===== config.mk =====
export PLATFORM = sky130hd
export DESIGN_NAME = detection_query_decode_unit
export DESIGN_NICKNAME = d
export VERILOG_FILES = /design/src/sv/dqd_pkg.sv /design/src/sv/dqd_front.sv /design/src/sv/dqd_queue.sv /design/src/sv/dqd_back.sv /design/src/sv/detection_query_decode_unit.sv
export SDC_FILE = /design/constraint.sdc
export NUM_CORES = 2
export LEC_CHECK = 0
export ABC_AREA = 1
export ABC_CLOCK_PERIOD_IN_PS = 10400
export BUFFER_PORTS_ARGS = -buffer_cell sky130_fd_sc_hd__buf_2
export CORE_MARGIN = 2
export CORE_UTILIZATION = 64
export CTS_BUF_LIST = sky130_fd_sc_hd__clkbuf_8
export DETAILED_ROUTE_END_ITERATION = 10
export PLACE_DENSITY_LB_ADDON = 0.15
export SKIP_CTS_REPAIR_TIMING = 1
export SYNTH_ARGS = -nofsm -noshare
export SYNTH_HDL_FRONTEND = slang
export SYNTH_SLANG_ARGS = --single-unit

===== constraint.sdc =====
create_clock -name clock -period 10.4 [get_ports clock]
set_clock_uncertainty 0.2 [all_clocks]
set_input_delay 1.04 -clock clock [delete_from_list [all_inputs] [get_ports clock]]
set_output_delay 1.04 -clock clock [all_outputs]
set_load 0.01 [all_outputs]

===== src/sv/dqd_pkg.sv =====
package dqd_pkg;

   localparam int NUM_CLASSES = 11;
   localparam int CLASS_W     = 4;
   localparam int FIFO_DEPTH  = 4;
   localparam int FIFO_PTR_W  = $clog2(FIFO_DEPTH);
   localparam int FIFO_CNT_W  = $clog2(FIFO_DEPTH + 1);

   localparam logic [1:0] CSR_IMAGE_WIDTH  = 2'd0;
   localparam logic [1:0] CSR_IMAGE_HEIGHT = 2'd1;
   localparam logic [1:0] CSR_THRESHOLD    = 2'd2;

   localparam logic [13:0] IMAGE_WIDTH_RESET  = 14'd1024;
   localparam logic [13:0] IMAGE_HEIGHT_RESET = 14'd1024;
   localparam logic [15:0] THRESHOLD_RESET    = 16'd32768;

   // Sigmoid table holds entries 0 through 12; magnitudes at or above 12.0 saturate.
   localparam logic [7:0] SIG_SAT_INDEX = 8'd12;

   typedef struct packed {
      logic signed [15:0] logit;
      logic [CLASS_W-1:0] cls;
      logic [15:0]        cx;
      logic [15:0]        cy;
      logic [15:0]        bw;
      logic [15:0]        bh;
   } dqd_query_type;

   typedef struct packed {
      logic [13:0] image_width;
      logic [13:0] image_height;
      logic [15:0] threshold;
   } dqd_cfg_type;

   typedef struct packed {
      logic [17:0]        bottom;
      logic [17:0]        right;
      logic [17:0]        top;
      logic [17:0]        left;
      logic [15:0]        score;
      logic [CLASS_W-1:0] cls;
   } dqd_result_type;

   function automatic logic [15:0] sig_table(input logic [3:0] idx);
      logic [15:0] val;
      case (idx)
         4'd0:    val = 16'd32768;
         4'd1:    val = 16'd47911;
         4'd2:    val = 16'd57724;
         4'd3:    val = 16'd62428;
         4'd4:    val = 16'd64357;
         4'd5:    val = 16'd65097;
         4'd6:    val = 16'd65374;
         4'd7:    val = 16'd65476;
         4'd8:    val = 16'd65514;
         4'd9:    val = 16'd65528;
         4'd10:   val = 16'd65533;
         4'd11:   val = 16'd65535;
         default: val = 16'd65535;
      endcase
      return val;
   endfunction

endpackage


===== src/sv/dqd_front.sv =====
module dqd_front
   import dqd_pkg::*;
(
   input  logic          clock,
   input  logic          reset,
   input  logic          req_tvalid,
   output logic          req_tready,
   input  logic [79:0]   req_tdata,
   input  logic          req_tlast,
   input  logic          queue_full,
   output logic          push_valid,
   output dqd_query_type push_query
);

   logic signed [15:0] best_logit_ff, best_logit_in;
   logic [CLASS_W-1:0] best_class_ff, best_class_in;
   logic [CLASS_W-1:0] count_ff, count_in;
   logic               overrun_ff, overrun_in;

   logic               accept;
   logic signed [15:0] logit;
   logic               take;
   logic signed [15:0] run_logit;
   logic [CLASS_W-1:0] run_class;

   assign req_tready = !queue_full;
   assign accept     = req_tvalid && req_tready;
   assign logit      = $signed(req_tdata[15:0]);

   always_comb begin
      take      = !overrun_ff && (logit > best_logit_ff);
      run_logit = take ? logit : best_logit_ff;
      run_class = take ? count_ff : best_class_ff;

      best_logit_in = best_logit_ff;
      best_class_in = best_class_ff;
      count_in      = count_ff;
      overrun_in    = overrun_ff;
      if (accept) begin
         if (req_tlast) begin
            best_logit_in = 16'sh8000;
            best_class_in = '0;
            count_in      = '0;
            overrun_in    = 1'b0;
         end else begin
            best_logit_in = run_logit;
            best_class_in = run_class;
            if (!overrun_ff) begin
               if (count_ff >= CLASS_W'(NUM_CLASSES - 1)) begin
                  overrun_in = 1'b1;
               end else begin
                  count_in = count_ff + 1'b1;
               end
            end
         end
      end

      push_valid       = accept && req_tlast;
      push_query.logit = run_logit;
      push_query.cls   = run_class;
      push_query.cx    = req_tdata[31:16];
      push_query.cy    = req_tdata[47:32];
      push_query.bw    = req_tdata[63:48];
      push_query.bh    = req_tdata[79:64];
   end

   always_ff @(posedge clock) begin
      if (reset) begin
         best_logit_ff <= 16'sh8000;
         best_class_ff <= '0;
         count_ff      <= '0;
         overrun_ff    <= 1'b0;
      end else begin
         best_logit_ff <= best_logit_in;
         best_class_ff <= best_class_in;
         count_ff      <= count_in;
         overrun_ff    <= overrun_in;
      end
   end

endmodule


===== src/sv/dqd_queue.sv =====
module dqd_queue
   import dqd_pkg::*;
(
   input  logic          clock,
   input  logic          reset,
   input  logic          push,
   input  dqd_query_type push_data,
   input  logic          pop,
   output logic          full,
   output logic          empty,
   output dqd_query_type head
);

   dqd_query_type         entry_ff [FIFO_DEPTH];
   logic [FIFO_PTR_W-1:0] wr_ptr_ff, wr_ptr_in;
   logic [FIFO_PTR_W-1:0] rd_ptr_ff, rd_ptr_in;
   logic [FIFO_CNT_W-1:0] count_ff, count_in;
   logic                  do_push, do_pop;

   assign full    = count_ff == FIFO_CNT_W'(FIFO_DEPTH);
   assign empty   = count_ff == '0;
   assign head    = entry_ff[rd_ptr_ff];
   assign do_push = push && !full;
   assign do_pop  = pop && !empty;

   always_comb begin
      wr_ptr_in = do_push ? wr_ptr_ff + 1'b1 : wr_ptr_ff;
      rd_ptr_in = do_pop ? rd_ptr_ff + 1'b1 : rd_ptr_ff;
      count_in  = count_ff;
      if (do_push && !do_pop) begin
         count_in = count_ff + 1'b1;
      end else if (do_pop && !do_push) begin
         count_in = count_ff - 1'b1;
      end
   end

   always_ff @(posedge clock) begin
      if (reset) begin
         wr_ptr_ff <= '0;
         rd_ptr_ff <= '0;
         count_ff  <= '0;
      end else begin
         wr_ptr_ff <= wr_ptr_in;
         rd_ptr_ff <= rd_ptr_in;
         count_ff  <= count_in;
      end
   end

   always_ff @(posedge clock) begin
      if (do_push) begin
         entry_ff[wr_ptr_ff] <= push_data;
      end
   end

endmodule


===== src/sv/dqd_back.sv =====
module dqd_back
   import dqd_pkg::*;
(
   input  logic          clock,
   input  logic          reset,
   input  dqd_cfg_type   cfg,
   input  logic          queue_empty,
   input  dqd_query_type head,
   output logic          pop,
   output logic          rsp_tvalid,
   input  logic          rsp_tready,
   output logic [95:0]   rsp_tdata
);

   // Corner value in 2^-17 pixel, clamped to [0, size << 17], rounded half up to Q14.4.
   function automatic logic [17:0] clamp_round(input logic signed [33:0] v,
                                               input logic [13:0] size);
      logic signed [33:0] lim;
      logic signed [33:0] c;
      logic signed [33:0] sum;
      lim = $signed({3'b000, size, 17'd0});
      if (v < 0) begin
         c = '0;
      end else if (v > lim) begin
         c = lim;
      end else begin
         c = v;
      end
      sum = c + 34'sd4096;
      return sum[30:13];
   endfunction

   logic adv;

   // stage 1: table lookup, interpolation product and corner products
   logic               s1_valid_ff, s1_valid_in;
   logic               s1_neg_ff, s1_neg_in;
   logic               s1_sat_ff, s1_sat_in;
   logic [15:0]        s1_base_ff, s1_base_in;
   logic [21:0]        s1_interp_ff, s1_interp_in;
   logic [CLASS_W-1:0] s1_cls_ff;
   logic signed [33:0] s1_pl_ff, s1_pl_in;
   logic signed [33:0] s1_pr_ff, s1_pr_in;
   logic signed [33:0] s1_pt_ff, s1_pt_in;
   logic signed [33:0] s1_pb_ff, s1_pb_in;

   // stage 2: score and rounded corners
   logic               s2_valid_ff, s2_valid_in;
   logic               s2_conf_ok_ff, s2_conf_ok_in;
   dqd_result_type     s2_res_ff, s2_res_in;

   // output register
   logic               out_valid_ff, out_valid_in;
   dqd_result_type     out_res_ff;

   logic [16:0]        mag;
   logic [3:0]         idx;
   logic [15:0]        diff;
   logic signed [18:0] dl, dr, dt, db;
   logic signed [14:0] sw, sh;
   logic [22:0]        interp_rnd;
   logic [16:0]        pos;
   logic [16:0]        score_full;

   assign adv = !out_valid_ff || rsp_tready;
   assign pop = adv && !queue_empty;

   always_comb begin
      s1_neg_in  = head.logit[15];
      mag        = s1_neg_in ? 17'(-$signed({head.logit[15], head.logit}))
                             : 17'($signed({head.logit[15], head.logit}));
      s1_sat_in  = mag[15:8] >= SIG_SAT_INDEX;
      idx        = mag[11:8];
      s1_base_in = sig_table(idx);
      diff       = sig_table(idx + 4'd1) - s1_base_in;
      s1_interp_in = diff[13:0] * mag[7:0];

      dl = $signed({2'b00, head.cx, 1'b0}) - $signed({3'b000, head.bw});
      dr = $signed({2'b00, head.cx, 1'b0}) + $signed({3'b000, head.bw});
      dt = $signed({2'b00, head.cy, 1'b0}) - $signed({3'b000, head.bh});
      db = $signed({2'b00, head.cy, 1'b0}) + $signed({3'b000, head.bh});
      sw = $signed({1'b0, cfg.image_width});
      sh = $signed({1'b0, cfg.image_height});
      s1_pl_in = dl * sw;
      s1_pr_in = dr * sw;
      s1_pt_in = dt * sh;
      s1_pb_in = db * sh;
      s1_valid_in = adv ? !queue_empty : s1_valid_ff;
   end

   always_comb begin
      interp_rnd = {1'b0, s1_interp_ff} + 23'd128;
      pos = s1_sat_ff ? 17'd65535 : {1'b0, s1_base_ff} + 17'(interp_rnd[22:8]);
      score_full = s1_neg_ff ? 17'h10000 - pos : pos;

      s2_res_in.cls    = s1_cls_ff;
      s2_res_in.score  = score_full[15:0];
      s2_res_in.left   = clamp_round(s1_pl_ff, cfg.image_width);
      s2_res_in.right  = clamp_round(s1_pr_ff, cfg.image_width);
      s2_res_in.top    = clamp_round(s1_pt_ff, cfg.image_height);
      s2_res_in.bottom = clamp_round(s1_pb_ff, cfg.image_height);
      s2_conf_ok_in    = score_full[15:0] >= cfg.threshold;
      s2_valid_in      = adv ? s1_valid_ff : s2_valid_ff;

      // A box with no area after clamping is dropped.
      out_valid_in = out_valid_ff;
      if (adv) begin
         out_valid_in = s2_valid_ff && s2_conf_ok_ff &&
                        (s2_res_ff.right > s2_res_ff.left) &&
                        (s2_res_ff.bottom > s2_res_ff.top);
      end
   end

   always_ff @(posedge clock) begin
      if (reset) begin
         s1_valid_ff  <= 1'b0;
         s2_valid_ff  <= 1'b0;
         out_valid_ff <= 1'b0;
      end else begin
         s1_valid_ff  <= s1_valid_in;
         s2_valid_ff  <= s2_valid_in;
         out_valid_ff <= out_valid_in;
      end
   end

   always_ff @(posedge clock) begin
      if (adv) begin
         s1_neg_ff     <= s1_neg_in;
         s1_sat_ff     <= s1_sat_in;
         s1_base_ff    <= s1_base_in;
         s1_interp_ff  <= s1_interp_in;
         s1_cls_ff     <= head.cls;
         s1_pl_ff      <= s1_pl_in;
         s1_pr_ff      <= s1_pr_in;
         s1_pt_ff      <= s1_pt_in;
         s1_pb_ff      <= s1_pb_in;
         s2_res_ff     <= s2_res_in;
         s2_conf_ok_ff <= s2_conf_ok_in;
         out_res_ff    <= s2_res_ff;
      end
   end

   assign rsp_tvalid = out_valid_ff;
   assign rsp_tdata  = {4'b0000, out_res_ff};

endmodule


===== src/sv/detection_query_decode_unit.sv =====
// A tlast request reaches rsp via the queue, stage 1, stage 2 and the output register. One
// request is taken per cycle while the queue is not full; the argmax register updates once
// per accepted request, and the decode pipeline behind the four-entry queue advances one
// query per cycle unless stalled. A dropped query leaves a bubble and produces no response.
// Reset (synchronous, active high) clears the argmax state, empties the queue and pipeline,
// and loads image size 1024 x 1024 and threshold 0.5.
module detection_query_decode_unit
   import dqd_pkg::*;
(
   input  logic        clock,
   input  logic        reset,
   input  logic        req_tvalid,
   output logic        req_tready,
   // class_logit[15:0], box_center_x[31:16], box_center_y[47:32],
   // box_width[63:48], box_height[79:64]
   input  logic [79:0] req_tdata,
   input  logic        req_tlast,
   output logic        rsp_tvalid,
   input  logic        rsp_tready,
   // class_index[3:0], score[19:4], left_edge[37:20], top_edge[55:38],
   // right_edge[73:56], bottom_edge[91:74], zero fill[95:92]
   output logic [95:0] rsp_tdata,
   input  logic        csr_we,
   input  logic [1:0]  csr_index,
   input  logic [15:0] csr_wdata
);

   dqd_cfg_type   cfg_ff, cfg_in;
   logic          queue_full, queue_empty, push_valid, pop;
   dqd_query_type push_query, head;

   always_comb begin
      cfg_in = cfg_ff;
      if (csr_we) begin
         case (csr_index)
            CSR_IMAGE_WIDTH:  cfg_in.image_width  = csr_wdata[13:0];
            CSR_IMAGE_HEIGHT: cfg_in.image_height = csr_wdata[13:0];
            CSR_THRESHOLD:    cfg_in.threshold    = csr_wdata;
            default:          cfg_in = cfg_ff;
         endcase
      end
   end

   always_ff @(posedge clock) begin
      if (reset) begin
         cfg_ff.image_width  <= IMAGE_WIDTH_RESET;
         cfg_ff.image_height <= IMAGE_HEIGHT_RESET;
         cfg_ff.threshold    <= THRESHOLD_RESET;
      end else begin
         cfg_ff <= cfg_in;
      end
   end

   dqd_front u_front (
      .clock      (clock),
      .reset      (reset),
      .req_tvalid (req_tvalid),
      .req_tready (req_tready),
      .req_tdata  (req_tdata),
      .req_tlast  (req_tlast),
      .queue_full (queue_full),
      .push_valid (push_valid),
      .push_query (push_query)
   );

   dqd_queue u_queue (
      .clock     (clock),
      .reset     (reset),
      .push      (push_valid),
      .push_data (push_query),
      .pop       (pop),
      .full      (queue_full),
      .empty     (queue_empty),
      .head      (head)
   );

   dqd_back u_back (
      .clock       (clock),
      .reset       (reset),
      .cfg         (cfg_ff),
      .queue_empty (queue_empty),
      .head        (head),
      .pop         (pop),
      .rsp_tvalid  (rsp_tvalid),
      .rsp_tready  (rsp_tready),
      .rsp_tdata   (rsp_tdata)
   );

endmodule


* Yosys cells after proc, flatten, opt, wreduce, memory -nomap -nowiden *
Memories as Yosys holds them, arrays and structs flattened. A register that Yosys moved wholly into a read port is not among the register bits.
Cells that the tools add are included.
W data, S select, Z words.

storage, ports and cells
  register bits after elaboration = 442
  latch bits = 0
  RAM bits = 336
  ROM bits = 480
  bits of input ports = 104
  output and inout port bits = 98
  word-level logic and storage cells = 133
  memories kept = 3

cells by class
  add/sub/neg operators = 19
  $mul = 5
  div/mod/pow operators = 0
  $lt $le $gt $ge = 14
  equal/unequal tests = 5
  shift-type cells = 0
  multiplexer cells = 27
  bitwise operators = 0
  reduce and logical (&&, ||, !) cells = 25

memories
  name              depth  width  rd ports  clocked after Yosys merged registers in  write ports  line             text
  u_queue.entry_ff  4      84     1         1                                        1            dqd_queue.sv:14  dqd_query_type entry_ff [FIFO_DEPTH];
  (no name shown)   16     15     1         0                                        0            dqd_pkg.sv:46    case (idx)
  (no name shown)   16     15     1         0                                        0            dqd_pkg.sv:46

operators with widths
  cell                      number
  $mux W31                  8
  $add A31 B14 Y31 const B  4
  $mux W16                  5
  $gt A34 B32 Y1            2
  $lt A34 B1 Y1 const B     2
  $mul A19 B15 Y34          2
  $gt A33 B32 Y1            2
  $lt A33 B1 Y1 const B     2
  $mul A18 B15 Y33          2
  $add A17 B16 Y18          2
  $gt A18 B18 Y1            2
  $sub A17 B16 Y18          2
  $add A22 B8 Y23 const B   1
  $mul A14 B8 Y22           1
  $mux W4                   5
  $add A16 B15 Y16          1
  $ge A16 B16 Y1            1
  $gt A16 B16 Y1            1
  $neg A16 Y16              1
  $sub A1 B16 Y16 const A   1
  $sub A14 B14 Y14          1
  $logic_and A1 B1 Y1       11
  $add A4 B1 Y4 const B     2
  $ge A8 B4 Y1 const B      1
  18 further kinds          33

* Logic depth before layout (Yosys ltp) *
  depth after elaboration = 9
  gate-level depth with buffers = 54

* Hierarchy *
A second synthesis with hierarchy kept.

unflattened totals
  cells, all modules = 8763
  area total of the unflattened synthesis = 78519.1 µm²

modules (own cells, without submodules)
  module                       times used  cells each  area each (µm²)  seq. area each (µm²)
  dqd_back                     1           7252        60663.2          10480.1
  dqd_queue                    1           882         13574.3          10269.8
  dqd_front                    1           349         2398.6           500.5
  detection_query_decode_unit  1           280         1883.1           880.8

* Least setup slack after synthesis *
Ideal clock, no wire load.

  path kind = reg-to-reg
  start = reg (tool-made name)
  end = reg u_back.s1_pb_ff[28] (data pin)
  data arrival time = 8.384 ns
  data required time = 9.948 ns
  setup slack = 1.564 ns
  cell stages (with the launch flop) = 42
  buffers on the path = 6
  period minus slack after synthesis = 8.836 ns
  cells stage by stage = dfxtp_1 buf_6 buf_4 buf_2 clkbuf_1 clkbuf_1 clkbuf_1 nor2_1 o22ai_1 ha_1 fa_1 nand3_1 nand2_1 a21oi_1 o21ai_1 nand2_1 nand2_1 a21oi_2 [6 not listed] inv_1 fa_1 inv_1 fa_1 fa_1 fa_1 ha_1 nand2_1 nor2_1 nand4_1 o21ai_0 nand2_1 o211ai_1 a21boi_0 o21ai_0 nand2_1 nand3_1 nand2_1

RTL lines
  element               line             text
  end signal, assigned  dqd_back.sv:136  s1_pb_ff <= s1_pb_in;
  end, declared         dqd_back.sv:45   logic signed [33:0] s1_pb_ff, s1_pb_in;

==> metrics.txt <==
# TYPE chip_impl_metric gauge
chip_impl_metric{name="num-fill-cells",unit=""} 9515
chip_impl_info{name="cts_tree",value="built"} 1
chip_impl_info{name="setup.worst_path.end_class",value="flip-flop"} 1
chip_impl_info{name="crit_slowest_cell",value="sky130_fd_sc_hd__fa_1"} 1
chip_impl_metric{name="worst_ep_required_time",unit="ns"} 10.80
chip_impl_metric{name="worst_slew_margin_rel",unit=""} 0.2187
chip_impl_metric{name="place.detailed.hpwl",unit="mm"} 161.2
chip_impl_info{name="worstSetupPathType",value="reg2reg"} 1
chip_impl_metric{name="wl_met3",unit="mm"} 20.65
chip_impl_info{name="ctsRootBufferMaster",value="sky130_fd_sc_hd__clkbuf_8"} 1
chip_impl_metric{name="final_antenna_net_count",unit=""} 0
chip_impl_metric{name="met2RoutedLength",unit="mm"} 92.07
chip_impl_metric{name="yosysSeqAreaShare",unit=""} 0.2891
chip_impl_metric{name="die_height",unit="um"} 350.8
chip_impl_metric{name="io_pins",unit=""} 202
chip_impl_metric{name="core_region_area",unit="um^2"} 119700
chip_impl_metric{name="final.min_clock_period",unit="ns"} 9.756
chip_impl_metric{name="final.period_utilization",unit=""} 0.9381
chip_impl_info{name="cpMostUsedCell",value="sky130_fd_sc_hd__inv_1"} 1
chip_impl_metric{name="yosysTopAreaCellShare",unit=""} 0.2681
chip_impl_metric{name="signal_arrival_time_at_the_worst_endpoint",unit="ns"} 10.15
chip_impl_metric{name="hold-path-cell-count",unit=""} 1
chip_impl_info{name="start_kind",value="flip-flop"} 1
chip_impl_metric{name="grt_use_total",unit=""} 0.3451
chip_impl_metric{name="detailedRoute.firstIterationViolations",unit=""} 5467
chip_impl_metric{name="cts.clk_slew.worst_paths",unit="ns"} 0.09
chip_impl_metric{name="setup_violations",unit=""} 0
chip_impl_metric{name="antenna_found_initial",unit=""} 25
chip_impl_metric{name="netlist-cell-type-count",unit=""} 64
chip_impl_metric{name="drt_wl_total",unit="mm"} 206.7
chip_impl_metric{name="cts_buffer_depth",unit=""} 3
chip_impl_metric{name="cts_buffers",unit=""} 121
chip_impl_metric{name="synth.cell_area",unit="um^2"} 76960
chip_impl_metric{name="clock-sinks",unit=""} 768
chip_impl_metric{name="tightest_slew",unit="ns"} 1.168
chip_impl_metric{name="dr_total_vias",unit=""} 58835
chip_impl_metric{name="worst_path_largest_cell_delay",unit="ns"} 0.87
chip_impl_metric{name="finalNonFillerCells",unit=""} 10371
chip_impl_metric{name="pin_count_of_the_biggest_net_entering_global_routing",unit=""} 112
chip_impl_info{name="holdCritPathClass",value="in2reg"} 1
chip_impl_info{name="status",value="finished clean"} 1
chip_impl_metric{name="placed_cells",unit=""} 10130
chip_impl_metric{name="netlist_instances",unit=""} 8481
chip_impl_metric{name="grt_pass1_vias",unit=""} 59724
chip_impl_metric{name="rows",unit=""} 127
chip_impl_metric{name="grt_remaining_overflow",unit=""} 0
chip_impl_metric{name="worstSkewPairLatency",unit="ns"} 0.88
chip_impl_metric{name="route.detailed.vias_per_inst",unit=""} 5.673
chip_impl_metric{name="clock_tree.htree_level_count",unit=""} 3
chip_impl_metric{name="postPlaceCellArea",unit="um^2"} 79620
chip_impl_metric{name="remaining_drc_errors",unit=""} 0
chip_impl_metric{name="cap_violations",unit=""} 0
chip_impl_metric{name="fmax",unit="MHz"} 102.5
chip_impl_metric{name="syn-mean-instance-area",unit="um^2"} 9.074
chip_impl_metric{name="wl_met1",unit="mm"} 85.56
chip_impl_metric{name="avgRoutedWirePerCell",unit="um"} 19.93
chip_impl_metric{name="wire_length_of_the_first_global_routing_pass",unit="mm"} 327.2
chip_impl_metric{name="layout.nets",unit=""} 10346
chip_impl_metric{name="floorplan.die_area",unit="um^2"} 123000
chip_impl_metric{name="place.port_buffers",unit=""} 197
chip_impl_info{name="synth_area_leader_cell",value="sky130_fd_sc_hd__edfxtp_1"} 1
chip_impl_metric{name="area_growth_syn_to_layout",unit="%"} 6.777
chip_impl_info{name="netlist_top_cells_area",value="sky130_fd_sc_hd__edfxtp_1, sky130_fd_sc_hd__fa_1, sky130_fd_sc_hd__ha_1"} 1
chip_impl_metric{name="synthesis.yosys.warnings",unit=""} 0
chip_impl_info{name="highest_layer",value="met5"} 1
chip_impl_metric{name="post_route_cells_drive_above_1_share",unit=""} 0.07650
chip_impl_metric{name="die_x",unit="um"} 350.8
chip_impl_metric{name="report.final.slew_viol_count",unit=""} 0
chip_impl_metric{name="r2r.worst_path.cells",unit=""} 32
chip_impl_metric{name="ys_seq_elements",unit=""} 768
chip_impl_metric{name="dr.pass1.iters",unit=""} 8
chip_impl_info{name="rsz_0062_raised_after_global_routing",value="false"} 1
chip_impl_metric{name="synth_async_sr_flop_share",unit=""} 0
chip_impl_metric{name="critical_path.max_fanout",unit=""} 58
chip_impl_metric{name="initial_cell_density_of_the_core",unit=""} 0.6432
chip_impl_metric{name="timing.setup.tns",unit="ns"} 0
chip_impl_metric{name="final_hold_viol_count",unit=""} 0
chip_impl_info{name="yosys_most_used_dff",value="sky130_fd_sc_hd__edfxtp_1"} 1
chip_impl_metric{name="layout.cell_area.non_filler",unit="um^2"} 82170
chip_impl_metric{name="synth_edf_count",unit=""} 687
chip_impl_metric{name="gpl.final_weighted_congestion",unit=""} 0.9563
synth_stat cells (13+ instances only):
library cell and number:
sky130_fd_sc_hd__nor2_2 20, sky130_fd_sc_hd__nand2_1 1396, sky130_fd_sc_hd__a21o_1 21, sky130_fd_sc_hd__nor2_1 998
sky130_fd_sc_hd__inv_1 1610, sky130_fd_sc_hd__xor2_1 173, sky130_fd_sc_hd__clkbuf_1 188, sky130_fd_sc_hd__edfxtp_1 687
sky130_fd_sc_hd__o211ai_1 15, sky130_fd_sc_hd__a31oi_1 21, sky130_fd_sc_hd__o22ai_1 34, sky130_fd_sc_hd__nand3_1 303
sky130_fd_sc_hd__nand3_2 26, sky130_fd_sc_hd__o21ai_1 19, sky130_fd_sc_hd__and2_1 33, sky130_fd_sc_hd__fa_1 944
sky130_fd_sc_hd__nor4_1 14, sky130_fd_sc_hd__a21boi_0 13, sky130_fd_sc_hd__o21bai_1 17, sky130_fd_sc_hd__xnor2_1 78
sky130_fd_sc_hd__o21ai_0 251, sky130_fd_sc_hd__buf_1 16, sky130_fd_sc_hd__or2_2 67, sky130_fd_sc_hd__a32oi_1 33
sky130_fd_sc_hd__nand3b_1 14, sky130_fd_sc_hd__dfxtp_1 81, sky130_fd_sc_hd__inv_2 19, sky130_fd_sc_hd__ha_1 657
sky130_fd_sc_hd__a21oi_1 392, sky130_fd_sc_hd__o21a_1 21, sky130_fd_sc_hd__clkinv_1 22, sky130_fd_sc_hd__nor3_1 48
sky130_fd_sc_hd__buf_2 26, sky130_fd_sc_hd__nand4_1 86, sky130_fd_sc_hd__nand2_2 29
state kept, by name, indices dropped and copies added, names as in the netlist, 16 cells and up, named ones only:
name / flops
u_back.s1_pb_ff: 34
u_front.best_logit_ff: 16
u_back.s2_res_ff: 92
u_back.s1_pt_ff: 32
u_queue.entry_ff: 336
u_back.s1_pl_ff: 32
cfg_ff: 44
u_back.s1_pr_ff: 34
u_back.rsp_tdata: 92
cell usage in the layout (no fill, tap or decap), types with 131 or more instances in the layout:
cell,netlist,final
sky130_fd_sc_hd__xor2_1,173,173
sky130_fd_sc_hd__edfxtp_1,687,687
sky130_fd_sc_hd__clkbuf_8,0,131
sky130_fd_sc_hd__buf_2,26,197
sky130_fd_sc_hd__nand2_1,1396,1396
sky130_fd_sc_hd__ha_1,657,657
sky130_fd_sc_hd__a21oi_1,392,391
sky130_fd_sc_hd__nand3_1,303,303
sky130_fd_sc_hd__o21ai_0,251,251
sky130_fd_sc_hd__nor2_1,998,994
sky130_fd_sc_hd__inv_1,1610,1646
sky130_fd_sc_hd__fa_1,944,944
critical path, delay by kind of cell (launching register included):
family                     cells  cell delay, ns
adders and majority gates      8            4.23
and+or+nand+nor                5            0.81
xor gates and xnor gates       1            0.17
AOI/OAI and AO/OA              9            2.14
DFF                            1            0.47
buffers and inverters          9            1.38
per-stage QoR:
step	hold slack, ns	setup slack (ns)	util
3_5_place_dp	0.2059	0.6827	0.6654
6_report	0.1775	0.6435	0.6867
3_3_place_gp	0.2019	0.8102	0.6654
2_1_floorplan	0.2003	1.564	-
4_1_cts	0.1191	0.6282	0.6863
5_1_grt	0.1484	0.01528	0.6866
worst paths after layout:
check / end / slack (ns) / startpoint
worst min-delay path: u_queue.entry_ff[3][61]$_DFFE_PP_ / 0.18 / req_tdata[29]
worst max register to register: u_back.s1_pt_ff[30]$_DFFE_PN_ / 0.64 / flip-flop
worst max-delay path: u_back.s1_pt_ff[30]$_DFFE_PN_ / 0.64 / flip-flop
worst min register to register: u_back.rsp_tdata[13]$_DFFE_PN_ / 0.22 / u_back.s2_res_ff[13]$_DFFE_PN_
per-layer routing:
layer  GRT usage  vias up
met5           0        -
met4      0.1316        6
met3     0.07218      476
met2      0.5396     2698
met1      0.4770    28576
li1            -    27079
logic make-up (layout without fill, tap and decap cells):
kind of cell | count (synthesis) | count (layout) | share of synthesized area
adders and majority gates | 1601 | 1601 | 0.3524
and+or+nand+nor | 3071 | 3071 | 0.1693
other | 1 | 18 | 0.00004873
DFF | 768 | 768 | 0.2891
buffers and inverters | 1902 | 2163 | 0.09466
AOI/OAI and AO/OA | 882 | 882 | 0.06482
xor gates and xnor gates | 256 | 256 | 0.02962
layout make-up:
type	instances	area [um^2]	share of cell area
Multi-Input combinational cell	5814	47480	0.5778
Sequential cell	768	22260	0.2709
Antenna cell	14	35.03	0.0004263
Tap cell	1612	2017	0.02455
Inverter	1653	6222	0.07572
Timing Repair Buffer	283	1659	0.02019
Clock inverter	96	698.2	0.008497
Clock buffer	131	1803	0.02194
Power is not shown: default switching activity piles up to over one toggle a cycle in this logic, so the estimate is an artifact.
